$ cat config.mk
export PLATFORM = sky130hd
export DESIGN_NAME = bounded_ordered_list_engine_top_flat
export DESIGN_NICKNAME = d
export VERILOG_FILES = /design/src/design/bole_pkg.sv /design/src/design/bole_if.sv /design/src/design/bounded_ordered_list_engine_top.sv /design/src/design/bole_store.sv /design/src/design/bole_ctrl.sv /design/src/flat_wrapper.sv
export SDC_FILE = /design/constraint.sdc
export NUM_CORES = 1
export LEC_CHECK = 0
export BUFFER_PORTS_ARGS = -buffer_cell sky130_fd_sc_hd__buf_2
export CORE_MARGIN = 2
export CORE_UTILIZATION = 50
export CTS_BUF_LIST = sky130_fd_sc_hd__clkbuf_4 sky130_fd_sc_hd__clkbuf_8
export DETAILED_ROUTE_END_ITERATION = 7
export GPL_TIMING_DRIVEN = 1
export PLACE_DENSITY = 0.67
export SLEW_MARGIN = 20
export SYNTH_ARGS = -nofsm -noshare
export SYNTH_HDL_FRONTEND = slang
export SYNTH_HIERARCHICAL = 1
export SYNTH_SLANG_ARGS = --single-unit
$ cat constraint.sdc
create_clock -name clk -period 6.7 [get_ports clk]
set_input_delay 1.34 -clock clk [delete_from_list [all_inputs] [get_ports clk]]
set_output_delay 1.34 -clock clk [all_outputs]
set_load 0.05 [all_outputs]
$ cat src/design/bole_pkg.sv
// ----------------------------------------------------------------------------
// Bounded ordered list engine package
// Shared widths, operation and status codes, and the memory request bundle.
// ----------------------------------------------------------------------------
package bole_pkg;

	localparam int OP_W         = 3;
	localparam int VALUE_W      = 32;
	localparam int POS_W        = 8;
	localparam int STATUS_W     = 2;
	localparam int ENTRIES_W    = 9;
	localparam int ADDR_MAX_W   = 8;
	localparam int CAPACITY_DEF = 16;

	typedef enum logic [OP_W-1:0] {
		OP_INS_FRONT = 3'd0,
		OP_INS_END   = 3'd1,
		OP_DEL_FRONT = 3'd2,
		OP_DEL_END   = 3'd3,
		OP_DEL_POS   = 3'd4,
		OP_READOUT   = 3'd5
	} op_t;

	typedef enum logic [STATUS_W-1:0] {
		ST_OK    = 2'd0,
		ST_FULL  = 2'd1,
		ST_EMPTY = 2'd2,
		ST_RANGE = 2'd3
	} status_t;

	typedef struct packed {
		logic                      we;
		logic [ADDR_MAX_W-1:0]     waddr;
		logic signed [VALUE_W-1:0] wdata;
		logic                      re;
		logic [ADDR_MAX_W-1:0]     raddr;
	} mem_req_t;

endpackage

$ cat src/design/bole_if.sv
// ----------------------------------------------------------------------------
// Bounded ordered list engine channels
// Request and response channels with a valid/ready handshake per beat.
// ----------------------------------------------------------------------------
interface bole_req_if;
	import bole_pkg::*;

	logic                      valid;
	logic                      ready;
	logic [OP_W-1:0]           op;
	logic signed [VALUE_W-1:0] value;
	logic [POS_W-1:0]          position;

	modport source(output valid, op, value, position, input ready);
	modport sink(input valid, op, value, position, output ready);
endinterface

interface bole_rsp_if;
	import bole_pkg::*;

	logic                      valid;
	logic                      ready;
	logic [STATUS_W-1:0]       status;
	logic signed [VALUE_W-1:0] element;
	logic                      has_element;
	logic [ENTRIES_W-1:0]      entries;
	logic                      last;

	modport source(output valid, status, element, has_element, entries, last, input ready);
	modport sink(input valid, status, element, has_element, entries, last, output ready);
endinterface

$ cat src/design/bounded_ordered_list_engine_top.sv
// ----------------------------------------------------------------------------
// Bounded ordered list engine
// Ordered list of up to CAPACITY signed 32-bit values with insert, delete
// and readout requests.
// ----------------------------------------------------------------------------
// Requests arrive on req (op, value, position) and results leave on rsp
// (status, element, has_element, entries, last), each beat moving on valid
// and ready. Every request gives one result beat, except a readout of a
// non-empty list, which gives one beat per entry front to back with last set
// on the final one. The block takes one request at a time; req.ready is high
// only while the sequencer is idle. All entry moves go through one memory
// with one write and one registered read port, so each moved entry is first
// read and then written back. Delete end, refused requests and unused op
// codes go straight to the result; insert end writes the new entry first,
// insert front first shifts every entry up by one, and delete at position p
// first shifts each entry behind p down by one. A readout reads each entry
// before it delivers it. A stalled rsp holds the result register and the
// sequencer waits; a new request may be taken while the final result beat of
// the previous one still waits. Reset empties the list at once; the entry
// memory is not cleared.
// ----------------------------------------------------------------------------
module bounded_ordered_list_engine_top #(
	parameter int CAPACITY = bole_pkg::CAPACITY_DEF
) (
	input  logic       clk,
	input  logic       arst_n,
	bole_req_if.sink   req,
	bole_rsp_if.source rsp
);
	import bole_pkg::*;

	mem_req_t                  mem_req;
	logic signed [VALUE_W-1:0] rdata;

	bole_ctrl #(
		.CAPACITY(CAPACITY)
	) u_ctrl (
		.clk    (clk),
		.arst_n (arst_n),
		.req    (req),
		.rsp    (rsp),
		.mem_req(mem_req),
		.rdata  (rdata)
	);

	bole_store #(
		.CAPACITY(CAPACITY)
	) u_store (
		.clk    (clk),
		.mem_req(mem_req),
		.rdata  (rdata)
	);

endmodule

$ cat src/design/bole_store.sv
// ----------------------------------------------------------------------------
// Bounded ordered list engine entry store
// One write port and one read port with registered read data.
// ----------------------------------------------------------------------------
module bole_store #(
	parameter int CAPACITY = bole_pkg::CAPACITY_DEF
) (
	input  logic                               clk,
	input  bole_pkg::mem_req_t                 mem_req,
	output logic signed [bole_pkg::VALUE_W-1:0] rdata
);
	import bole_pkg::*;

	localparam int AW = $clog2(CAPACITY);

	logic signed [VALUE_W-1:0] mem_q [CAPACITY];
	logic signed [VALUE_W-1:0] rdata_q;

	always_ff @(posedge clk) begin
		if (mem_req.we) begin
			mem_q[mem_req.waddr[AW-1:0]] <= mem_req.wdata;
		end
		if (mem_req.re) begin
			rdata_q <= mem_q[mem_req.raddr[AW-1:0]];
		end
	end

	assign rdata = rdata_q;

endmodule

$ cat src/design/bole_ctrl.sv
// ----------------------------------------------------------------------------
// Bounded ordered list engine sequencer
// Walks the store one entry at a time for shifts and readouts, and holds
// the response register.
// ----------------------------------------------------------------------------
module bole_ctrl #(
	parameter int CAPACITY = bole_pkg::CAPACITY_DEF
) (
	input  logic                                clk,
	input  logic                                arst_n,
	bole_req_if.sink                            req,
	bole_rsp_if.source                          rsp,
	output bole_pkg::mem_req_t                  mem_req,
	input  logic signed [bole_pkg::VALUE_W-1:0] rdata
);
	import bole_pkg::*;

	localparam int AW = $clog2(CAPACITY);
	localparam int CW = $clog2(CAPACITY + 1);

	typedef enum logic [3:0] {
		S_IDLE,
		S_INS_CHK,
		S_INS_WR,
		S_APPEND,
		S_RM_CHK,
		S_RM_WR,
		S_RD_ISSUE,
		S_RD_EMIT,
		S_RESP
	} state_t;

	state_t                    state_q;
	logic [CW-1:0]             count_q;
	logic [AW-1:0]             idx_q;
	logic signed [VALUE_W-1:0] value_q;
	status_t                   status_q;

	logic                      rsp_valid_q;
	status_t                   rsp_status_q;
	logic signed [VALUE_W-1:0] rsp_element_q;
	logic                      rsp_has_q;
	logic [ENTRIES_W-1:0]      rsp_entries_q;
	logic                      rsp_last_q;

	logic [AW-1:0] idx_dn;
	logic [AW-1:0] idx_up;
	logic [CW-1:0] idx_next_cnt;
	logic          more_to_move;
	logic          rsp_free;
	logic          rsp_load;
	logic          is_empty;
	logic          is_full;
	logic          pos_bad;

	assign idx_dn       = idx_q - AW'(1);
	assign idx_up       = idx_q + AW'(1);
	assign idx_next_cnt = CW'(idx_q) + CW'(1);
	assign more_to_move = idx_next_cnt < count_q;
	assign rsp_free     = !rsp_valid_q || rsp.ready;
	assign rsp_load     = ((state_q == S_RD_EMIT) || (state_q == S_RESP)) && rsp_free;
	assign is_empty     = count_q == '0;
	assign is_full      = count_q == CW'(CAPACITY);
	assign pos_bad      = (req.position == '0) ||
		({1'b0, req.position} > ENTRIES_W'(count_q));

	assign req.ready = state_q == S_IDLE;

	assign rsp.valid       = rsp_valid_q;
	assign rsp.status      = rsp_status_q;
	assign rsp.element     = rsp_element_q;
	assign rsp.has_element = rsp_has_q;
	assign rsp.entries     = rsp_entries_q;
	assign rsp.last        = rsp_last_q;

	always_comb begin
		mem_req = '0;
		unique case (state_q)
			S_INS_CHK: begin
				if (idx_q == '0) begin
					mem_req.we    = 1'b1;
					mem_req.waddr = ADDR_MAX_W'(idx_q);
					mem_req.wdata = value_q;
				end else begin
					mem_req.re    = 1'b1;
					mem_req.raddr = ADDR_MAX_W'(idx_dn);
				end
			end
			S_INS_WR, S_RM_WR: begin
				mem_req.we    = 1'b1;
				mem_req.waddr = ADDR_MAX_W'(idx_q);
				mem_req.wdata = rdata;
			end
			S_APPEND: begin
				mem_req.we    = 1'b1;
				mem_req.waddr = ADDR_MAX_W'(idx_q);
				mem_req.wdata = value_q;
			end
			S_RM_CHK: begin
				if (more_to_move) begin
					mem_req.re    = 1'b1;
					mem_req.raddr = ADDR_MAX_W'(idx_up);
				end
			end
			S_RD_ISSUE: begin
				mem_req.re    = 1'b1;
				mem_req.raddr = ADDR_MAX_W'(idx_q);
			end
			default: begin
				mem_req = '0;
			end
		endcase
	end

	always_ff @(posedge clk or negedge arst_n) begin
		if (!arst_n) begin
			state_q       <= S_IDLE;
			count_q       <= '0;
			idx_q         <= '0;
			value_q       <= '0;
			status_q      <= ST_OK;
			rsp_valid_q   <= 1'b0;
			rsp_status_q  <= ST_OK;
			rsp_element_q <= '0;
			rsp_has_q     <= 1'b0;
			rsp_entries_q <= '0;
			rsp_last_q    <= 1'b0;
		end else begin
			if (rsp_load) begin
				rsp_valid_q <= 1'b1;
			end else if (rsp_valid_q && rsp.ready) begin
				rsp_valid_q <= 1'b0;
			end
			unique case (state_q)
				S_IDLE: begin
					if (req.valid) begin
						value_q <= req.value;
						case (req.op)
							OP_INS_FRONT: begin
								if (is_full) begin
									status_q <= ST_FULL;
									state_q  <= S_RESP;
								end else begin
									status_q <= ST_OK;
									idx_q    <= count_q[AW-1:0];
									state_q  <= S_INS_CHK;
								end
							end
							OP_INS_END: begin
								if (is_full) begin
									status_q <= ST_FULL;
									state_q  <= S_RESP;
								end else begin
									status_q <= ST_OK;
									idx_q    <= count_q[AW-1:0];
									state_q  <= S_APPEND;
								end
							end
							OP_DEL_FRONT: begin
								if (is_empty) begin
									status_q <= ST_EMPTY;
									state_q  <= S_RESP;
								end else begin
									status_q <= ST_OK;
									idx_q    <= '0;
									state_q  <= S_RM_CHK;
								end
							end
							OP_DEL_END: begin
								state_q <= S_RESP;
								if (is_empty) begin
									status_q <= ST_EMPTY;
								end else begin
									status_q <= ST_OK;
									count_q  <= count_q - CW'(1);
								end
							end
							OP_DEL_POS: begin
								if (is_empty) begin
									status_q <= ST_EMPTY;
									state_q  <= S_RESP;
								end else if (pos_bad) begin
									status_q <= ST_RANGE;
									state_q  <= S_RESP;
								end else begin
									status_q <= ST_OK;
									idx_q    <= AW'(req.position - POS_W'(1));
									state_q  <= S_RM_CHK;
								end
							end
							OP_READOUT: begin
								if (is_empty) begin
									status_q <= ST_EMPTY;
									state_q  <= S_RESP;
								end else begin
									status_q <= ST_OK;
									idx_q    <= '0;
									state_q  <= S_RD_ISSUE;
								end
							end
							default: begin
								status_q <= ST_OK;
								state_q  <= S_RESP;
							end
						endcase
					end
				end
				S_INS_CHK: begin
					if (idx_q == '0) begin
						count_q <= count_q + CW'(1);
						state_q <= S_RESP;
					end else begin
						state_q <= S_INS_WR;
					end
				end
				S_INS_WR: begin
					idx_q   <= idx_dn;
					state_q <= S_INS_CHK;
				end
				S_APPEND: begin
					count_q <= count_q + CW'(1);
					state_q <= S_RESP;
				end
				S_RM_CHK: begin
					if (more_to_move) begin
						state_q <= S_RM_WR;
					end else begin
						count_q <= count_q - CW'(1);
						state_q <= S_RESP;
					end
				end
				S_RM_WR: begin
					idx_q   <= idx_up;
					state_q <= S_RM_CHK;
				end
				S_RD_ISSUE: begin
					state_q <= S_RD_EMIT;
				end
				S_RD_EMIT: begin
					if (rsp_free) begin
						rsp_status_q  <= ST_OK;
						rsp_element_q <= rdata;
						rsp_has_q     <= 1'b1;
						rsp_entries_q <= ENTRIES_W'(count_q);
						rsp_last_q    <= !more_to_move;
						if (more_to_move) begin
							idx_q   <= idx_up;
							state_q <= S_RD_ISSUE;
						end else begin
							state_q <= S_IDLE;
						end
					end
				end
				S_RESP: begin
					if (rsp_free) begin
						rsp_status_q  <= status_q;
						rsp_element_q <= '0;
						rsp_has_q     <= 1'b0;
						rsp_entries_q <= ENTRIES_W'(count_q);
						rsp_last_q    <= 1'b1;
						state_q       <= S_IDLE;
					end
				end
				default: begin
					state_q <= S_IDLE;
				end
			endcase
		end
	end

endmodule

$ cat src/flat_wrapper.sv
// flat-port wrapper written by rule: the top's interface ports become plain ports
module bounded_ordered_list_engine_top_flat import bole_pkg::*;
#(
	parameter int CAPACITY = bole_pkg::CAPACITY_DEF
)
  (clk, arst_n, req_valid, req_op, req_value, req_position, req_ready, rsp_valid, rsp_status, rsp_element, rsp_has_element, rsp_entries, rsp_last, rsp_ready);
  bole_req_if req_i ();
  bole_rsp_if rsp_i ();
  input  logic clk;
  input  logic arst_n;
  input wire logic [$bits(req_i.valid)-1:0] req_valid;
  input wire logic [$bits(req_i.op)-1:0] req_op;
  input wire logic [$bits(req_i.value)-1:0] req_value;
  input wire logic [$bits(req_i.position)-1:0] req_position;
  output wire logic [$bits(req_i.ready)-1:0] req_ready;
  output wire logic [$bits(rsp_i.valid)-1:0] rsp_valid;
  output wire logic [$bits(rsp_i.status)-1:0] rsp_status;
  output wire logic [$bits(rsp_i.element)-1:0] rsp_element;
  output wire logic [$bits(rsp_i.has_element)-1:0] rsp_has_element;
  output wire logic [$bits(rsp_i.entries)-1:0] rsp_entries;
  output wire logic [$bits(rsp_i.last)-1:0] rsp_last;
  input wire logic [$bits(rsp_i.ready)-1:0] rsp_ready;
  assign req_i.valid = req_valid;
  assign req_i.op = req_op;
  assign req_i.value = req_value;
  assign req_i.position = req_position;
  assign req_ready = req_i.ready;
  assign rsp_valid = rsp_i.valid;
  assign rsp_status = rsp_i.status;
  assign rsp_element = rsp_i.element;
  assign rsp_has_element = rsp_i.has_element;
  assign rsp_entries = rsp_i.entries;
  assign rsp_last = rsp_i.last;
  assign rsp_i.ready = rsp_ready;
  bounded_ordered_list_engine_top #(.CAPACITY(CAPACITY)) u_core (.clk(clk), .arst_n(arst_n), .req(req_i), .rsp(rsp_i));
endmodule
Word-level counts from Yosys, hierarchy flattened
Memory sizes are Yosys's and may differ from the RTL's. A register that Yosys moved wholly into a read port is not among the register bits.
Index checks and enable logic that the tools add are counted.
- memory bits (writable): 512
- input port bits: 47
- memories: 1
- logic and storage cells: 128
- output and inout bits: 47
- register bits: 89
- $lt $le $gt $ge: 2
- reductions and logical operators: 27
- add/subtract/negate cells: 6
- multiplexer cells: 54
- equality and inequality tests: 27
- memories (name ; words ; bits a word ; rd ports ; clocked after memory_dff ; write ports ; RTL line ; text):
    u_core.u_store.mem_q ; 16 ; 32 ; 1 ; 1 ; 1 ; bole_store.sv:16 ; logic signed [VALUE_W-1:0] mem_q [CAPACITY];
- operators by type and width (operator ; count):
    41-bit case mux with 3 select lines ; 1
    4-bit two-way mux ; 18
    32-bit two-way mux ; 2
    32-bit case mux with 2 select lines ; 1
    41-bit two-way mux ; 1
    4-bit case mux with 9 select lines ; 1
    9-bit case mux with 3 select lines ; 1
    5-bit two-way mux ; 5
    4-bit case mux with 5 select lines ; 1
    5-bit case mux with 4 select lines ; 1
    9-bit two-way mux ; 2
    4-bit by 3-bit == test with 1-bit output, second input constant ; 4
    4-bit case mux with 4 select lines ; 1
    2-bit inequality test, second input constant ; 7
    3-bit inequality test, second input constant ; 4
    4-bit case mux with 3 select lines ; 1
    2-bit two-way mux ; 5
    9-bit AND reduction ; 1
    4-bit by 2-bit == test with 1-bit output, second input constant ; 2
    8-bit by 5-bit > comparator with 1-bit output ; 1
    4-bit logical NOT ; 2
    8-bit logical NOT ; 1
    1-bit two-way mux ; 8
    4-bit nonzero test ; 2
    other kinds (29) ; 43

Logic depth before layout (Yosys ltp)
Gate-level depths: netlist (run 1).
- depth after elaboration: 7
- gate-level depth with buffers: 15
- mapped depth without buffers: 12

Hierarchy
Netlist (run 1), hierarchy kept.
- by module, submodules not included (module ; sequential area each (um^2) ; cells an instance ; area each (um^2) ; instances):
    bole_store ; 16335.7 ; 838 ; 20155.6 ; 1
    bole_ctrl ; 2227.1 ; 515 ; 4914.7 ; 1

Worst setup path before layout (run 1)
OpenSTA, ideal clock, no wires.
- kind: reg2reg
- start point: register u_core.u_ctrl.state_q[2]
- end point: memory u_core.u_store.mem_q[0][0] (enable)
- arrival time: 4207 ps
- path buffers: 1
- data required time: 6239 ps
- stages on the path, launching flop included: 9
- setup time: 461 ps
- clock period less this slack: 4668 ps
- path slack: 2032 ps
- cell sequence: dfrtp_1 -> buf_2 -> nand2b_1 -> nor2_1 -> inv_1 -> nor2_1 -> or2_2 -> or3b_2 -> nor3_1
- RTL lines (element ; RTL line ; text):
    start: declaration ; bole_ctrl.sv:33 ; state_t state_q;
    start signal: assignment ; bole_ctrl.sv:117 ; state_q <= S_IDLE;
    start signal: assignment ; bole_ctrl.sv:142 ; state_q <= S_RESP;
    start signal: assignment ; bole_ctrl.sv:146 ; state_q <= S_INS_CHK;
    end: declaration ; bole_store.sv:16 ;

==> results.cfg, run 1 <==
[setup_path]
arrival_ns = 5.40
r2r_cells = 13
path_buf_inv = 1
end_kind = register
cp_top_family = compound AO/OA/AOI/OAI gates
worstPathCellList = ha_1, xor2_1, ha_1, a21o_1, a31oi_1, o2111a_1, nor2_1, or4_1, a21oi_4, buf_4, mux4_2, a22oi_1, nand2_1
crit_cells = 13
crit_fanout = 21
critPathLaunchType = register
crit_path_frequent_cell = ha_1
max_stage_delay_ns = 0.64
required_ns = 7.11
crit_path_top_delay_cell = a21oi_4
worst-setup-path-type = register to register

[grt]
grt_pass1_wl_mm = 84.3
first_global_vias = 13600
antenna_found_initial = 0
grt_usage_pct = 22.6
grt_overflow = 0
grt_max_degree = 129

[cts]
numCtsBuffers = 101
clk_pin_slew_ns = 0.06
cts_sinks = 633
ctsLongestPathBuffers = 3
root_buffer = clkbuf_8
cts_hold_buf = 0
cts_resized = 0
tritoncts = built
htree_levels = 3
clk_latency_ns = 0.69
cts_setup_buffers = 0

[worst_hold_path]
min_path_cells = 2
hp-class = register to register

[flow_run]
cap_violations = 0

[detailed_routing]
routed_wl_mm = 56.9
post_drt_via_cell_ratio = 5.93
ant_nets = 0
wl_per_cell_um = 25.3
drcViolationCount = 0
vias = 13300
drt_iter0_drc = 1111
dr.pass1.iters = 7

[timing]
slew-limit-headroom_pct = 27.1
worst_pin_slew_ns = 1.09
skew_ns = 0.0309
finalCriticalPeriod_ns = 4.99
finalWorstSetupSlack_ns = 1.71
setup_viol = 0
finalCritPeriodShare_pct = 74.5
hold_slack_ns = 0.476
slew_viol_final = 0
finalHoldViolCount = 0
finalSetupTns_ns = 0
rsz0062_at_grt = false
max_freq_mhz = 200

[floorplanning]
fp.dieW_um = 228
ioPinCount = 94
fp.dieArea_um2 = 51800
num_rows = 81
coreArea_um2 = 49200
start_util_pct = 50.9
die_h_um = 228

[logic_synthesis]
synth.avg_cell_area_um2 = 18.6
yosysWarnings = 6
synthCells = 1345
synth_area_um2 = 25000

[placement]
io_buffers = 89
hpwl_mm = 30.5
post-place-ws_ns = 1.70
gp_congestion = 0.832

[power_and_ir_drop]
ir_worst_vdd_uv = 270
power.density_nw_per_um2 = 436
p_leak_nw = 9.82

[finish]
drive_gt1_share_pct = 30.9
areaGrowthSynthToFinish_pct = 14.2
n_antenna_cell = 0
fillers = 3597
fin_nets = 1564

[status]
status = finished, final reports clean
-- worst reg2reg max path: cells and delay by family, from the launching register on --
family,cells,cell delay (ns)
flops,1,0.59
compound gates,5,1.58
simple gates,3,0.66
fa+ha+maj,2,0.59
xor+xnor,1,0.22
mux,1,0.56
buf+inv,1,0.52
-- metrics by stage --
step | area (um2) | cells | util, % | power [mW]
floorplan | 25000 | 1348 | - | 8.02
global placement | 26400 | 2061 | 53.8 | 9.08
detailed placement | 26400 | 2061 | 53.8 | 9.16
CTS | 28600 | 2248 | 58.1 | 12.6
global route | 28600 | 2248 | 58.1 | 13.1
finish | 28600 | 2248 | 58.1 | 12.5
-- state kept, by name (all words and copies together), names as in the netlist, 4 cells and up --
name,flops
u_core/u_store/rdata,32
u_core/u_ctrl/idx_q,4
u_core/u_ctrl/count_q,5
u_core/u_ctrl/rsp.element,32
u_core/u_ctrl/state_q,4
u_core/u_store/mem_q,512
u_core/u_ctrl/value_q,32
u_core/u_ctrl/rsp.entries,5
-- layer usage --
layer	track usage, %	part of all wire, %	up-vias
met1	31.3	42	6979
met3	3.75	6.9	88
li1	-	-	5728
met4	7.32	1.9	0
met2	37.1	49	535
met5	0	0	-
-- final cells by class --
class	instances	area, um2	area share [%]
sequential	633	18600	65.0
clock buffer	146	1800	6.29
clock inverter	41	324	1.13
timing repair buffer	125	768	2.69
tap	664	831	2.91
multi-input combinational	623	6210	21.8
inverter	16	60.1	0.210
-- cell usage in the layout, fill, tap and decap left out, types with 3 or more instances in the layout --
| master | instances |
|---|---|
| clkbuf_4 | 34 |
| conb_1 | 4 |
| nor2_4 | 14 |
| buf_2 | 88 |
| a21oi_1 | 19 |
| o21ai_0 | 52 |
| a22oi_1 | 64 |
| clkbuf_8 | 112 |
| buf_4 | 33 |
| nor3_2 | 4 |
| xnor2_1 | 9 |
| nand2_2 | 3 |
| ha_1 | 16 |
| nor2_1 | 20 |
| nand3_1 | 7 |
| a21o_1 | 6 |
| nand2_1 | 130 |
| bufinv_16 | 5 |
| nand2b_1 | 7 |
| inv_1 | 15 |
| dfrtp_1 | 89 |
| edfxtp_1 | 544 |
| mux2_2 | 32 |
| nor2b_1 | 6 |
| and2_1 | 5 |
| clkinv_1 | 17 |
| o211ai_1 | 4 |
| clkinvlp_4 | 3 |
| nor4_1 | 3 |
| clkinv_2 | 14 |
| nor3_1 | 4 |
| buf_12 | 4 |
| a22o_1 | 34 |
| mux4_2 | 128 |
-- worst paths after layout --
path	startpoint	slack, ns	to
worst min-delay path	u_core/u_ctrl/rsp.element[1]	0.48	u_core/u_ctrl/rsp.element[1]
worst max register to register	u_core/u_ctrl/idx_q[0]	1.71	u_core/u_store/rdata[10]
max in group asynchronous	arst_n	4.95	u_core/u_ctrl/count_q[1]
worst min register to register	u_core/u_ctrl/rsp.element[1]	0.48	u_core/u_ctrl/rsp.element[1]
min in group asynchronous	arst_n	0.69	u_core/u_ctrl/rsp.element[6]
worst max-delay path	u_core/u_ctrl/idx_q[0]	1.71	u_core/u_store/rdata[10]
-- power by group --
| part | internal (mW) | total, mW | switching (mW) |
|---|---|---|---|
| Clock | 1.92 | 3.39 | 1.47 |
| Sequential | 5.13 | 5.45 | 0.323 |
| Combinational | 1.29 | 3.62 | 2.32 |
(Power assumes the default switching activity.)
==> run 2, diff against run 1 <==
==> constraint.sdc (replaced) <==
create_clock -name clk -period 5.05 [get_ports clk]
set_input_delay 1.01 -clock clk [delete_from_list [all_inputs] [get_ports clk]]
set_output_delay 1.01 -clock clk [all_outputs]
set_load 0.05 [all_outputs]
==> run 2 against run 1 <==
Effect of this change:
- sequential power up 33%
- sequential cell count unchanged
- register-to-register slack worse by 1.4 ns
- combinational power up 35%
- clock power up 33%
- first-iteration DRC count up 28%
- via count up 0.42%
- non-clock buffer count up 7
- clock skew up 0.0045 ns
- global-route usage up 0.40 points
- utilization up 0.28 points
- largest cell class unchanged
- largest power group unchanged
==> results.cfg, run 2 (synthesis gave the netlist of run 1 again) <==
[cts]
clk_latency_ns = 0.68
cts_resized = 0
numCtsBuffers = 99
root_buffer = clkbuf_8
cts_sinks = 633
cts_hold_buf = 0
htree_levels = 3
tritoncts = built
cts_setup_buffers = 0
ctsLongestPathBuffers = 3
clk_pin_slew_ns = 0.07

[detailed_routing]
dr.pass1.iters = 5
wl_per_cell_um = 25.6
routed_wl_mm = 57.6
post_drt_via_cell_ratio = 5.95
drcViolationCount = 0
drt_iter0_drc = 1426
vias = 13400
ant_nets = 0

[finish]
drive_gt1_share_pct = 31.1
final_cell_mix = edfxtp_1 (544), nand2_1 (130), mux4_2 (128)
largest_reg_flops = 512
fin_nets = 1569
layout_commonest_cell = edfxtp_1
fin_cells = 2251
areaGrowthSynthToFinish_pct = 14.7
n_antenna_cell = 0

[status]
status = finished, final reports clean

[power_and_ir_drop]
internal_power_mw = 11.1
clkPwrFrac_pct = 27.2
ir_worst_vdd_uv = 364
p_leak_nw = 9.85
seqPwrFrac_pct = 43.5
power_frac_comb_pct = 29.3
swShare_pct = 33.1
power.density_nw_per_um2 = 579
p_switching_mw = 5.51

[floorplanning]
fp.dieW_um = 228
start_util_pct = 50.9
ioPinCount = 94
coreArea_um2 = 49200
num_rows = 81
fp.dieArea_um2 = 51800
die_h_um = 228

[timing]
finalSetupTns_ns = 0
max_freq_mhz = 213
setup_viol = 0
hold_slack_ns = 0.359
slew-limit-headroom_pct = 41.2
slew_viol_final = 0
worst_pin_slew_ns = 0.879
skew_ns = 0.0354
finalCriticalPeriod_ns = 4.70
finalCritPeriodShare_pct = 93.1
finalHoldViolCount = 0
rsz0062_at_grt = false

[setup_path]
required_ns = 5.47
crit_fanout = 30
critPathLaunchType = register
worst-setup-path-type = register to register
arrival_ns = 5.12
end_kind = register

[grt]
antenna_found_initial = 0
first_global_vias = 13400
grt_max_degree = 85
grt_pass1_wl_mm = 85.4
grt_usage_pct = 23.0
grt_overflow = 0

[placement]
gp_congestion = 0.837
hpwl_mm = 30.2
dpl.cell_count = 2068
io_buffers = 89

[worst_hold_path]
hp-class = input port to asynchronous set/reset pin

[flow_run]
cap_violations = 0
## run 2: layout make-up
type	instances	area, um2
Sequential cell	633	18600
Timing Repair Buffer	132	921
Tap cell	664	831
Fill cell	3702	20500
Clock inverter	46	413
Multi-Input combinational cell	623	6210
Inverter	16	60.1
Clock buffer	137	1690
## run 2: worst max-delay path: stages, from the launching register on
cell      delay [ns]
dfrtp_1         0.62
ha_1            0.32
xor2_1          0.24
ha_1            0.28
a21o_1          0.16
a31oi_1         0.20
o2111a_1        0.39
nor2_1          0.11
or4_1           0.46
a21oi_4         0.22
buf_12          0.29
buf_4           0.32
mux4_2          0.52
a22oi_1         0.20
nand2_1         0.08
## run 2: path summary, 6_finish.rpt
check | from | to | slack (ns) | depth (start not counted)
setup reg to reg | u_core/u_ctrl/idx_q[0] | u_core/u_store/rdata[23] | 0.35 | 14
min in group clk | u_core/u_ctrl/rsp.entries[1] | u_core/u_ctrl/rsp.entries[1] | 0.47 | 2
setup / recovery | u_core/u_ctrl/idx_q[0] | u_core/u_store/rdata[23] | 0.35 | 14
hold / removal | arst_n | u_core/u_ctrl/rsp.element[6] | 0.36 | 1
hold reg to reg | u_core/u_ctrl/rsp.entries[1] | u_core/u_ctrl/rsp.entries[1] | 0.47 | 2
max in group asynchronous | arst_n | u_core/u_ctrl/rsp.element[12] | 3.62 | 2
## run 2: stage by stage
step	util, %	cell area (um2)	power [mW]	worst slack (ns)
3_5_place_dp	54.1	26600	12.2	0.408
2_1_floorplan	-	25000	10.6	0.382
3_3_place_gp	54.1	26600	12.1	0.531
6_report	58.4	28700	16.6	0.349
5_1_grt	58.4	28700	17.4	0.0487
4_1_cts	58.4	28700	16.7	0.351
## run 2: power by group through the flow
stage,Combinational (mW),Clock [mW],Sequential [mW]
after global placement,4.79,0,7.33
after CTS,4.89,4.61,7.24
final,4.87,4.52,7.24
after global routing,5.27,4.83,7.30
after floorplan,3.04,0,7.60
after detailed placement,4.89,0,7.34
## run 2: routing by layer
layer / GRT usage (%) / vias up / routed length (um)
li1: - / 5738 / -
met5: 0 / - / 0
met1: 33.7 / 6958 / 24600
met3: 3.91 / 80 / 4630
met4: 7.25 / 0 / 1130
met2: 35.9 / 610 / 27200
